File: src/sv/ssgu_pkg.sv
// ----------------------------------------------------------------------------
// ssgu_pkg: shared definitions of the single-step growth update block
// Field widths, operation and result codes, configuration register indexes,
// the queue item kind and the configuration bundle handed to the back end.
// ----------------------------------------------------------------------------
package ssgu_pkg;

	// Fixed port widths.
	localparam int SITE_W     = 13;
	localparam int RAND_W     = 16;
	localparam int IN_H_W     = 32;
	localparam int OUT_H_W    = 32;
	localparam int PROB_REG_W = 17;
	localparam int CFG_IDX_W  = 3;
	localparam int OP_W       = 2;
	localparam int CHG_W      = 2;

	// Parameter defaults.
	localparam int DEF_SITES       = 8192;
	localparam int DEF_HEIGHT_BITS = 32;
	localparam int DEF_PROB_BITS   = 16;

	// Depth of the queue between front and back end.
	localparam int QUEUE_DEPTH = 2;

	// Operation codes on the op port.
	localparam logic [OP_W-1:0] OP_UPDATE = 2'd0;
	localparam logic [OP_W-1:0] OP_WRITE  = 2'd1;
	localparam logic [OP_W-1:0] OP_READ   = 2'd2;

	// Codes on the change port.
	localparam logic [CHG_W-1:0] CHG_NONE = 2'd0;
	localparam logic [CHG_W-1:0] CHG_RISE = 2'd1;
	localparam logic [CHG_W-1:0] CHG_FALL = 2'd2;

	// Configuration register indexes.
	localparam logic [CFG_IDX_W-1:0] CFG_RISE_CLEAN = 3'd0;
	localparam logic [CFG_IDX_W-1:0] CFG_RISE_DIS   = 3'd1;
	localparam logic [CFG_IDX_W-1:0] CFG_FALL_CLEAN = 3'd2;
	localparam logic [CFG_IDX_W-1:0] CFG_FALL_DIS   = 3'd3;
	localparam logic [CFG_IDX_W-1:0] CFG_DIS_EN     = 3'd4;

	// Class of an item as the front end sorts it.
	typedef enum logic [1:0] {
		KIND_UPDATE,
		KIND_WRITE,
		KIND_READ
	} item_kind_t;

	localparam int KIND_W = 2;

	// Configuration values seen by the back end.
	typedef struct packed {
		logic [PROB_REG_W-1:0] rise_clean;
		logic [PROB_REG_W-1:0] rise_dis;
		logic [PROB_REG_W-1:0] fall_clean;
		logic [PROB_REG_W-1:0] fall_dis;
		logic                  dis_en;
	} cfg_t;

	// Number of restoring steps needed to bring a site index into range:
	// one step for each shifted copy of the ring size that still fits below
	// the full range of the site port.
	function automatic int red_steps(input longint sites);
		int n;
		n = 0;
		for (int k = 0; k < SITE_W; k++) begin
			if ((sites << k) < (longint'(1) << SITE_W))
				n = k + 1;
		end
		return n;
	endfunction

endpackage

File: src/sv/ssgu_queue.sv
// ----------------------------------------------------------------------------
// ssgu_queue: short item queue between front and back end
// A small register file queue with a fill count; push only when not full,
// pop only when not empty. The head item is shown without delay.
// ----------------------------------------------------------------------------
module ssgu_queue #(
	parameter int W = 8
) (
	input  logic         clk,
	input  logic         arst_n,
	input  logic         push,
	input  logic [W-1:0] push_data,
	output logic         full,
	input  logic         pop,
	output logic [W-1:0] head,
	output logic         empty
);

	localparam int DEPTH = ssgu_pkg::QUEUE_DEPTH;
	localparam int PTR_W = (DEPTH > 1) ? $clog2(DEPTH) : 1;
	localparam int CNT_W = $clog2(DEPTH + 1);

	logic [W-1:0]     slot_q [DEPTH];
	logic [PTR_W-1:0] wr_ptr_q;
	logic [PTR_W-1:0] rd_ptr_q;
	logic [CNT_W-1:0] count_q;

	assign full  = (count_q == CNT_W'(DEPTH));
	assign empty = (count_q == '0);
	assign head  = slot_q[rd_ptr_q];

	function automatic logic [PTR_W-1:0] next_ptr(input logic [PTR_W-1:0] p);
		return (p == PTR_W'(DEPTH - 1)) ? '0 : p + 1'b1;
	endfunction

	always_ff @(posedge clk or negedge arst_n) begin
		if (!arst_n) begin
			wr_ptr_q <= '0;
			rd_ptr_q <= '0;
			count_q  <= '0;
		end else begin
			if (push)
				wr_ptr_q <= next_ptr(wr_ptr_q);
			if (pop)
				rd_ptr_q <= next_ptr(rd_ptr_q);
			if (push && !pop)
				count_q <= count_q + 1'b1;
			else if (pop && !push)
				count_q <= count_q - 1'b1;
		end
	end

	always_ff @(posedge clk) begin
		if (push)
			slot_q[wr_ptr_q] <= push_data;
	end

endmodule

File: config.mk
export PLATFORM = sky130hd
export DESIGN_NAME = ssgu_queue
export DESIGN_NICKNAME = d
export VERILOG_FILES = /design/src/sv/ssgu_pkg.sv /design/src/sv/ssgu_queue.sv
export SDC_FILE = /design/constraint.sdc
export NUM_CORES = 1
export LEC_CHECK = 0
export BUFFER_PORTS_ARGS = -buffer_cell sky130_fd_sc_hd__buf_2
export CAP_MARGIN = 20
export CORE_MARGIN = 2
export CORE_UTILIZATION = 42
export CTS_BUF_LIST = sky130_fd_sc_hd__clkbuf_4 sky130_fd_sc_hd__clkbuf_8
export CTS_CLUSTER_DIAMETER = 120
export DETAILED_ROUTE_END_ITERATION = 16
export GPL_ROUTABILITY_DRIVEN = 0
export GPL_TIMING_DRIVEN = 0
export PLACE_DENSITY = 0.71
export SLEW_MARGIN = 20
export SYNTH_ARGS = -nofsm -noshare
export SYNTH_HDL_FRONTEND = slang
export SYNTH_SLANG_ARGS = --single-unit
File: constraint.sdc
create_clock -name clk -period 2.7 [get_ports clk]
set_input_delay 0.405 -clock clk [delete_from_list [all_inputs] [get_ports clk]]
set_output_delay 0.405 -clock clk [all_outputs]
set_load 0.005 [all_outputs]
# Yosys cells after proc, flatten, opt, wreduce, memory -nomap -nowiden
# Memory sizes are Yosys's and may differ from the RTL's.
# Cells that the tools add are included.
[word_totals]
word_cells = 21
ramBits = 16
regBits = 4
n_memories = 1
[op_classes]
n_eq_ne = 1
mux = 6
n_reduce_logical = 6
add_sub_neg = 4
[memory_table]
columns = ["name", "words", "width", "read_ports", "rd_clocked_by_memory_dff", "write_ports", "line_no", "rtl"]
rows = [
  ["slot_q", 2, 8, 1, 0, 1, "ssgu_queue.sv:23", "logic [W-1:0] slot_q [DEPTH];"],
]
[ops]
columns = ["op", "count"]
rows = [
  ["$mux W1", 4],
  ["$mux W2", 2],
  ["$add A1 B1 Y1 const B", 2],
  ["$add A2 B1 Y2 const B", 1],
  ["$eq A2 B2 Y1 const B", 1],
  ["$logic_and A1 B1 Y1", 2],
  ["$logic_not A1 Y1", 2],
  ["$logic_not A2 Y1", 1],
  ["$reduce_bool A2 Y1", 1],
  ["$sub A2 B1 Y2 const B", 1],
]

# Longest topological paths before layout
# Gate-level depths: netlist of run 1.
[depth]
depth_word = 4
mapped_depth = 5
ltp_nobuf = 5

# Worst setup path after synthesis of run 1
# No wires, ideal clock.
[synth_timing]
kind = "input to register"
start = "input push"
end = "memory slot_q[0][0], enable pin"
cell_stages = 1
slack_ps = 1502
n_path_buf = 0
required_ps = 2327
t_arrival_ps = 825
path_cell_list = "nor2b_1"
[synth_between]
elab_chain_cells = 2
[synth_lines]
columns = ["element", "line_no", "rtl"]
rows = [
  ["start, declared", "ssgu_queue.sv:11", "input logic push,"],
  ["$mux W1", "ssgu_queue.sv:54", "if (push)"],
  ["$mux W1 (implied by the code)", "ssgu_queue.sv:55", "slot_q[wr_ptr_q] <= push_data;"],
  ["end, declared", "ssgu_queue.sv:23", ""],
]
# No other way between the ends.

# Final worst setup path of run 1
[layout_timing]
start = "register rd_ptr_q"
end = "output head[7]"
[layout_between]
elab_chain_cells = 1
[layout_lines]
columns = ["element", "line_no", "rtl"]
rows = [
  ["start, declared", "ssgu_queue.sv:25", "logic [PTR_W-1:0] rd_ptr_q;"],
  ["start signal, assigned", "ssgu_queue.sv:45", "rd_ptr_q <= next_ptr(rd_ptr_q);"],
  ["$mem_v2 Z2 W8", "--", ""],
  ["end, declared", "ssgu_queue.sv:15", "output logic [W-1:0] head,"],
]
# No other way between the ends.

==> results of run 1 <==
cells by family after synthesis:
group                      Yosys count  synth area share [%]
and+or+nand+nor                      5                  3.74
xor gates and xnor gates             5                  5.68
DFF                                 20                  75.3
buffers and inverters                2                  1.95
adders and majority gates            1                  1.62
muxes                                8                  11.7
power groups by stage:
stage | Sequential (uW) | Clock [uW] | Combinational, uW
4_1_cts | 454 | 240 | 271
3_3_place_gp | 457 | 0 | 266
3_5_place_dp | 461 | 0 | 269
5_1_grt | 465 | 249 | 293
2_1_floorplan | 453 | 0 | 175
6_report | 453 | 239 | 265
worst max path at each step:
stage	start	slack (ns)	depth (start not counted)	end
global route	rd_ptr_q	0.98	3	head[0]
finish	rd_ptr_q	1.04	3	head[7]
global placement	push	1.17	2	slot_q[0][2]
CTS	rd_ptr_q	1.03	3	head[7]
detailed placement	push	1.15	2	slot_q[0][2]
floorplan	push	1.50	1	slot_q[0][0]
flip-flops by register name (all words and copies together) (netlist names):
register and flops:
slot_q 16, count_q 2, rd_ptr_q 1, wr_ptr_q 1
per-layer routing:
metal	track usage, %	part of all wire [%]	vias up
met2	16.4	52	9
met4	5.00	0	0
met5	0	0	-
met1	13.8	44	203
met3	3.46	3.4	0
li1	-	-	198
cells in the final DEF (no fill, tap or decap), drive strengths merged:
cell | netlist | routed
mux2 | 8 | 8
buf | 1 | 22
clkbuf | 0 | 3
inv | 1 | 1
dfrtp | 4 | 4
xnor2 | 1 | 1
and2b | 1 | 1
nor2 | 2 | 2
nor2b | 1 | 1
edfxtp | 16 | 16
xor2 | 4 | 4
bufinv | 0 | 1
dlygate4sd3 | 0 | 1
and2 | 1 | 1
ha | 1 | 1
final cells by class:
type | count | area (um2) | area share, %
multi-input cells | 19 | 175 | 18.1
clock inverters | 1 | 30.0 | 3.10
flip-flops and latches | 20 | 581 | 59.9
plain buffers | 1 | 11.3 | 1.16
clock buffers | 3 | 22.5 | 2.32
well taps | 25 | 31.3 | 3.23
repair buffers | 22 | 115 | 11.9
inverters | 1 | 3.75 | 0.387
metrics by stage:
step | total power [uW] | std cells
2_1_floorplan | 628 | 41
3_3_place_gp | 723 | 87
3_5_place_dp | 730 | 87
4_1_cts | 965 | 92
5_1_grt | 1010 | 92
6_report | 957 | 92
timing repair:
action / CTS / global route
hold buffers: 1 / 0
resized for setup: 0 / 0
buffers inserted: 0 / 0
endpoints found under the hold margin: 4 / 0
==> results_dict.tcl, run 1 <==
set metrics [dict create \
    die_y_um 46.8 \
    antenna_found_initial 0 \
    dp_slack_ns 1.15 \
    netSwitchingFraction_pct 24.9 \
    hold_end "slot_q[0][6]" \
    required_ns 2.30 \
    clk_pin_slew_ns 0.11 \
    htreeDepth 1 \
    worst_pin_slew_ns 0.747 \
    area_delta_synth_final_pct 25.8 \
    grt_pass1_wl_mm 1.56 \
    synth_area_per_cell_um2 18.8 \
    grt_usage_pct 10.7 \
    endpoint_kind "output pin" \
    worstHoldStart "push_data[6]" \
    status "completed" \
    yosys.area.top_type "edfxtp_1" \
    p_seq_share_pct 47.4 \
    drtIter0Drc 0 \
    cts_tree "yes" \
    seq_area_frac_synth_pct 75.3 \
    hold_viol 0 \
    crit_type "flop to output pin" \
    syn-num-nets 54 \
    vias 410 \
    num_rows 15 \
    holdWs_ns 0.293 \
    crit_arrival_ns 1.25 \
    r2r_start "wr_ptr_q" \
    synthDominantCellAreaShare_pct 62.3 \
    die_area_um2 2190 \
    hold_class "primary input to flop" \
    ir_drop_mv 0.389 \
    drv_slew 0 \
    cpMaxStageDelayCell "dfrtp_1" \
    post-route-cell-area_um2 970 \
    crit_family "flip-flops" \
    die_w_um 46.8 \
    wl_per_cell_um 11.9 \
    nets 81 \
    pin_count 22 \
    yosys.cell_count.top_type "edfxtp_1" \
    max_freq_mhz 604 \
    maxCapViolCount 0 \
    pwr-share-clk_pct 24.9 \
    clock_latency_ns 0.29 \
    core_area_um2 1730 \
    ff2ff_path_depth 1 \
    ys_types 12 \
    syn_inst 41 \
    synth_common_cells "edfxtp_1 (16), mux2_2 (8), dfrtp_1 (4), xor2_1 (4), nor2_1 (2)" \
    ctsLongestPathBuffers 2 \
    period_needed_ns 1.66 \
    port_buffers 21 \
    fin_crit_sh_pct 61.3 \
    crit_buf_inv 2 \
    routed_via_density 4.46 \
    yosys_most_used_dff "edfxtp_1" \
    fin_ws_ns 1.04 \
    nFillCells 149 \
    antenna_cells 0 \
    synth-warning-count 0 \
    power_frac_comb_pct 27.7 \
    totalWireLength_mm 1.10 \
    skew_ns 0.00446 \
    numCtsBuffers 3 \
    p_switching_uw 238 \
    fin_tns_setup_ns 0 \
    ant_nets 0 \
    first_pass_iters 1 \
    p_leak_uw 0.000399 \
    r2r_slack_ns 1.33 \
    remaining_drc_errors 0 \
    rr_endpoint "slot_q[0][5]" \
    rsz0062_at_grt "no" \
    slowest_delay_ns 0.36 \
    overflow 0 \
    synthesis.area_um2 771 \
    worstPathCellList "buf_6, mux2_2, buf_2" \
    async_flop_share_pct 20.0 \
    powerDensity_nw_per_um2 987 \
    grt_start_max_net_pins 13 \
    cp-start-kind "flop" \
    layout-drive-gt1-share_pct 52.2 \
    synth-seq-cells 20 \
    start_util_pct 44.6 \
    synth_edf_count 16 \
    cts-root-buf "clkbuf_4" \
    dpl_cell_area_um2 907 \
    setup_viol 0 \
    slew_headroom_pct 50.1 \
    crit_fanout 9 \
    p_int_uw 718 \
    utilization_pct 56.2 \
    hold_depth 1 \
    grt_pass1_vias 372 \
    clock_sinks 20 \
    synth_area_leaders "edfxtp_1 (62%), dfrtp_1 (13%), mux2_2 (12%)" \
]
Note: power is estimated with default switching activity, not from simulation.
==> inputs of run 2 (changes only) <==
- ABC_AREA: default -> 1
- PLACE_DENSITY: 0.71 -> 0.7
- clock period: 2.7 -> 1.6 ns (I/O delays scaled with it)
==> run 2 against run 1 <==
Net effect: core utilization grew 0.89 points; largest power group unchanged; sequential share of layout area shrank 2.8 points; via count grew 5.1%; flip-flop and latch count is the same; setup slack lost 0.94 ns; cell count grew 9.8%; critical endpoint is now head[4]; count of clock-buffer cells in the layout is the same; die area grew 5.7%.
==> results_dict.tcl, run 2 <==
set metrics [dict create \
    status "completed" \
    synthDominantCellAreaShare_pct 58.7 \
    htreeDepth 1 \
    rr_endpoint "slot_q[0][1]" \
    skew_ns 0.00140 \
    hold_viol 0 \
    yosys_most_used_dff "edfxtp_1" \
    hold_class "primary input to flop" \
    final_common_cell "buf_2" \
    synth-warning-count 0 \
    largest_register "slot_q" \
    holdWs_ns 0.129 \
    core_area_um2 1780 \
    crit_buf_inv 2 \
    final_cell_mix "buf_2 (21), edfxtp_1 (16), mux2_4 (8)" \
    vias 431 \
    largest_reg_flops 16 \
    die_w_um 48.1 \
    cts-root-buf "clkbuf_4" \
    yosys.area.top_type "edfxtp_1" \
    setup_viol 0 \
    wl_per_cell_um 10.6 \
    max_freq_mhz 669 \
    maxCapViolCount 0 \
    cp-start-kind "flop" \
    ys_types 12 \
    r2r_slack_ns 0.32 \
    synth_common_cells "edfxtp_1 (16), mux2_4 (8), inv_1 (7)" \
    numCtsBuffers 3 \
    worstHoldStart "push_data[6]" \
    crit_type "flop to output pin" \
    p_leak_uw 0.000463 \
    die_area_um2 2320 \
    hold_end "slot_q[0][6]" \
    ctsLongestPathBuffers 2 \
    worstPathCellList "buf_6, mux2_4, buf_2" \
    start_util_pct 45.9 \
    required_ns 1.36 \
    synthesis.area_um2 818 \
    grt_pass1_vias 382 \
    cpMaxStageDelayCell "dfrtp_1" \
    postCtsResizedCells 0 \
    grt_start_max_net_pins 13 \
    cts_tree "yes" \
    utilization_pct 57.1 \
    cts_hold_buf 1 \
    synth-seq-cells 20 \
    seq_area_frac_synth_pct 70.9 \
    fin_crit_sh_pct 93.4 \
    yosys.cell_count.top_type "edfxtp_1" \
    ant_nets 0 \
    ir_drop_mv 0.989 \
    clock_sinks 20 \
    first_pass_iters 3 \
    async_flop_share_pct 20.0 \
    clk_pin_slew_ns 0.11 \
    drtIter0Drc 5 \
    worst_pin_slew_ns 0.633 \
    synth_area_per_cell_um2 16.4 \
    remaining_drc_errors 0 \
    pin_count 22 \
    ff2ff_path_depth 1 \
    port_buffers 21 \
    r2r_start "wr_ptr_q" \
    grt_usage_pct 10.4 \
    cts_setup_buffers 0 \
    syn-num-nets 63 \
    fin_tns_setup_ns 0 \
    nets 90 \
    slowest_delay_ns 0.39 \
    synth_area_leaders "edfxtp_1 (59%), mux2_4 (15%), dfrtp_1 (12%)" \
    antenna_cells 0 \
    totalWireLength_mm 1.07 \
    drv_slew 0 \
    clock_latency_ns 0.29 \
    crit_fanout 9 \
    slew_headroom_pct 57.7 \
    crit_family "flip-flops" \
    synth_edf_count 16 \
    hold_depth 1 \
    area_delta_synth_final_pct 24.3 \
    top_regs "slot_q (16), count_q (2)" \
    num_rows 15 \
    powerDensity_nw_per_um2 1660 \
    overflow 0 \
    grt_pass1_wl_mm 1.51 \
    antenna_found_initial 0 \
    rsz0062_at_grt "no" \
    endpoint_kind "output pin" \
    routed_via_density 4.27 \
    die_y_um 48.1 \
    layout-drive-gt1-share_pct 44.7 \
    period_needed_ns 1.49 \
    syn_inst 50 \
    crit_arrival_ns 1.25 \
]
-- run 2: cell count changes after synthesis, moves of 2 or more --
cell	previous run	this run
mux2_2	8	0
mux2_4	0	8
inv_1	1	7
nand2_1	0	5
xor2_1	4	2
-- run 2: worst max-delay path by stage --
stage,to,start,depth (start not counted),slack (ns)
2_1_floorplan,slot_q[0][0],wr_ptr_q,1,0.46
3_3_place_gp,slot_q[0][0],wr_ptr_q,1,0.28
3_5_place_dp,slot_q[0][0],wr_ptr_q,1,0.30
4_1_cts,head[4],rd_ptr_q,3,0.08
6_report,head[4],rd_ptr_q,3,0.11
5_1_grt,head[4],rd_ptr_q,3,0.06
-- run 2: logic make-up (layout without fill, tap and decap cells) --
kind of cell             count (synthesis)  count (layout)  synth area share (%)
multiplexers                             8               8                  14.7
XOR/XNOR                                 3               3                  3.21
buffers and inverters                    8              34                  4.59
AND/OR/NAND/NOR                         10              10                  5.05
flip-flops                              20              20                  70.9
adder cells (fa/ha/maj)                  1               1                  1.53
-- run 2: routing by layer --
| layer | routed length, um | GRT usage, % | share of wire (%) | vias up |
|---|---|---|---|---|
| li1 | - | - | - | 223 |
| met1 | 454 | 12.5 | 43 | 196 |
| met2 | 557 | 16.3 | 52 | 10 |
| met3 | 44 | 2.22 | 4.1 | 2 |
| met4 | 10 | 8.11 | 0.94 | 0 |
| met5 | 0 | 0 | 0 | - |
-- run 2: cell type report --
cell class	count	area (um2)
clock inverter	1	30.0
timing repair buffer	22	115
inverter	7	26.3
fill	152	766
buffer	1	11.3
tap	25	31.3
clock buffer	3	22.5
multi-input combinational	22	200
sequential	20	581
-- run 2: power by group --
part / total [uW] / switching [uW] / internal (uW)
Sequential: 769 / 62.0 / 707
Combinational: 518 / 222 / 296
Clock: 397 / 144 / 253
Total: 1680 / 428 / 1260
-- run 2: through the flow --
stage | cell area [um2] | cells | total power [uW] | setup slack (ns)
2_1_floorplan | 818 | 50 | 1130 | 0.456
3_3_place_gp | 955 | 96 | 1290 | 0.283
3_5_place_dp | 955 | 96 | 1310 | 0.303
4_1_cts | 1020 | 101 | 1710 | 0.0844
5_1_grt | 1020 | 101 | 1780 | 0.0561
6_report | 1020 | 101 | 1680 | 0.105
==> inputs of run 3 (changes only) <==
- PLACE_DENSITY: 0.7 -> 0.66
==> run 3 against run 2 <==
Net effect: first-iteration DRC count rose by 40%; cell area shrank 1.6%; register-to-register slack worse by 0.03 ns; hold slack gained 0.0056 ns; non-clock buffer count is the same; via count grew 4.2%; flip-flop and latch count did not move; count of clock-buffer cells in the layout is 1 higher; critical endpoint is now head[6].
==> results_dict.tcl, run 3 (synthesis gave the netlist of run 2 again) <==
set metrics [dict create \
    status "completed" \
    clock_sinks 20 \
    cts_setup_buffers 0 \
    utilization_pct 56.1 \
    start_util_pct 45.9 \
    skew_ns 0.00129 \
    top_regs "slot_q (16), count_q (2)" \
    p_switching_uw 423 \
    port_buffers 21 \
    vias 449 \
    drv_slew 0 \
    p_int_uw 1140 \
    area_delta_synth_final_pct 22.3 \
    cts_tree "yes" \
    worst_pin_slew_ns 0.675 \
    die_y_um 48.1 \
    final_cell_mix "buf_2 (21), edfxtp_1 (16), mux2_4 (8)" \
    slew_headroom_pct 54.8 \
    netSwitchingFraction_pct 27.1 \
    max_freq_mhz 676 \
    ir_drop_mv 0.818 \
    crit_fanout 9 \
    fin_crit_sh_pct 92.5 \
    totalWireLength_mm 1.11 \
    ctsLongestPathBuffers 2 \
    power_frac_comb_pct 33.5 \
    post-route-cell-area_um2 1000 \
    first_pass_iters 4 \
    cts-root-buf "clkbuf_4" \
    required_ns 1.36 \
    worstPathCellList "buf_6, mux2_4, buf_2" \
    routed_via_density 4.45 \
    overflow 0 \
    cpMaxStageDelayCell "dfrtp_1" \
    clock_latency_ns 0.28 \
    crit_type "flop to output pin" \
    pin_count 22 \
    die_area_um2 2320 \
    drtIter0Drc 7 \
    antenna_found_initial 0 \
    grt_pass1_wl_mm 1.66 \
    slowest_delay_ns 0.38 \
    grt_pass1_vias 416 \
    wl_per_cell_um 11.0 \
    setup_viol 0 \
    layout-drive-gt1-share_pct 44.7 \
    hold_viol 0 \
    hold_class "primary input to flop" \
    die_w_um 48.1 \
    pwr-share-clk_pct 17.5 \
    largest_reg_flops 16 \
    rsz0062_at_grt "no" \
    p_seq_share_pct 49.0 \
    p_leak_uw 0.000456 \
    powerDensity_nw_per_um2 1560 \
    maxCapViolCount 0 \
    crit_family "flip-flops" \
    cp-start-kind "flop" \
    remaining_drc_errors 0 \
    grt_start_max_net_pins 12 \
    nets 90 \
    crit_arrival_ns 1.24 \
    final_common_cell "buf_2" \
    clk_pin_slew_ns 0.10 \
    fin_tns_setup_ns 0 \
    largest_register "slot_q" \
    antenna_cells 0 \
    grt_usage_pct 11.1 \
    num_rows 15 \
    period_needed_ns 1.48 \
    crit_buf_inv 2 \
    dpl_cell_area_um2 955 \
    core_area_um2 1780 \
    ant_nets 0 \
    numCtsBuffers 3 \
    htreeDepth 1 \
    endpoint_kind "output pin" \
]
-- run 3: worst paths after layout --
| kind | startpoint | to | slack (ns) | cells after the start |
|---|---|---|---|---|
| worst max-delay path | rd_ptr_q | head[6] | 0.12 | 3 |
| worst min-delay path | push_data[2] | slot_q[0][2] | 0.13 | 1 |
| worst max register to register | wr_ptr_q | slot_q[0][4] | 0.29 | 1 |
| worst min register to register | wr_ptr_q | wr_ptr_q | 0.49 | 1 |
| max in group asynchronous | arst_n | count_q[1] | 1.20 | 2 |
| min in group asynchronous | arst_n | count_q[0] | 0.28 | 2 |
-- run 3: per-layer routing --
metal	GRT usage [%]	share of wire, %	wire length (um)
met4	8.11	1.1	12
met3	2.22	5.9	65
met2	19.5	54	598
met5	0	0	0
met1	11.6	39	434
-- run 3: power groups by stage --
stage / sequential (uW) / combinational (uW) / clock, uW
floorplan: 766 / 368 / 0
global placement: 773 / 524 / 0
detailed placement: 779 / 534 / 0
CTS: 768 / 537 / 286
global route: 782 / 588 / 303
finish: 766 / 525 / 273
-- run 3: what timing repair did --
item                                    CTS  global route
hold buffers                              1             0
endpoints found under the hold margin     4             0
gates resized for setup                   0             0
endpoints found under the setup margin    0             0
-- run 3: per-stage QoR --
step / instances / hold slack (ns) / power (uW) / worst slack [ns]
2_1_floorplan: 50 / -0.0556 / 1130 / 0.456
3_3_place_gp: 96 / 0.0524 / 1300 / 0.252
3_5_place_dp: 96 / 0.0522 / 1310 / 0.276
4_1_cts: 101 / 0.123 / 1590 / 0.0967
5_1_grt: 101 / 0.126 / 1670 / 0.0474
6_report: 101 / 0.134 / 1560 / 0.120
-- run 3: layout make-up --
type	instances	area [um2]
fill	157	782
sequential	20	581
multi-input combinational	22	200
timing repair buffer	22	115
clock buffer	4	36.3
tap	25	31.3
inverter	7	26.3
buffer	1	11.3
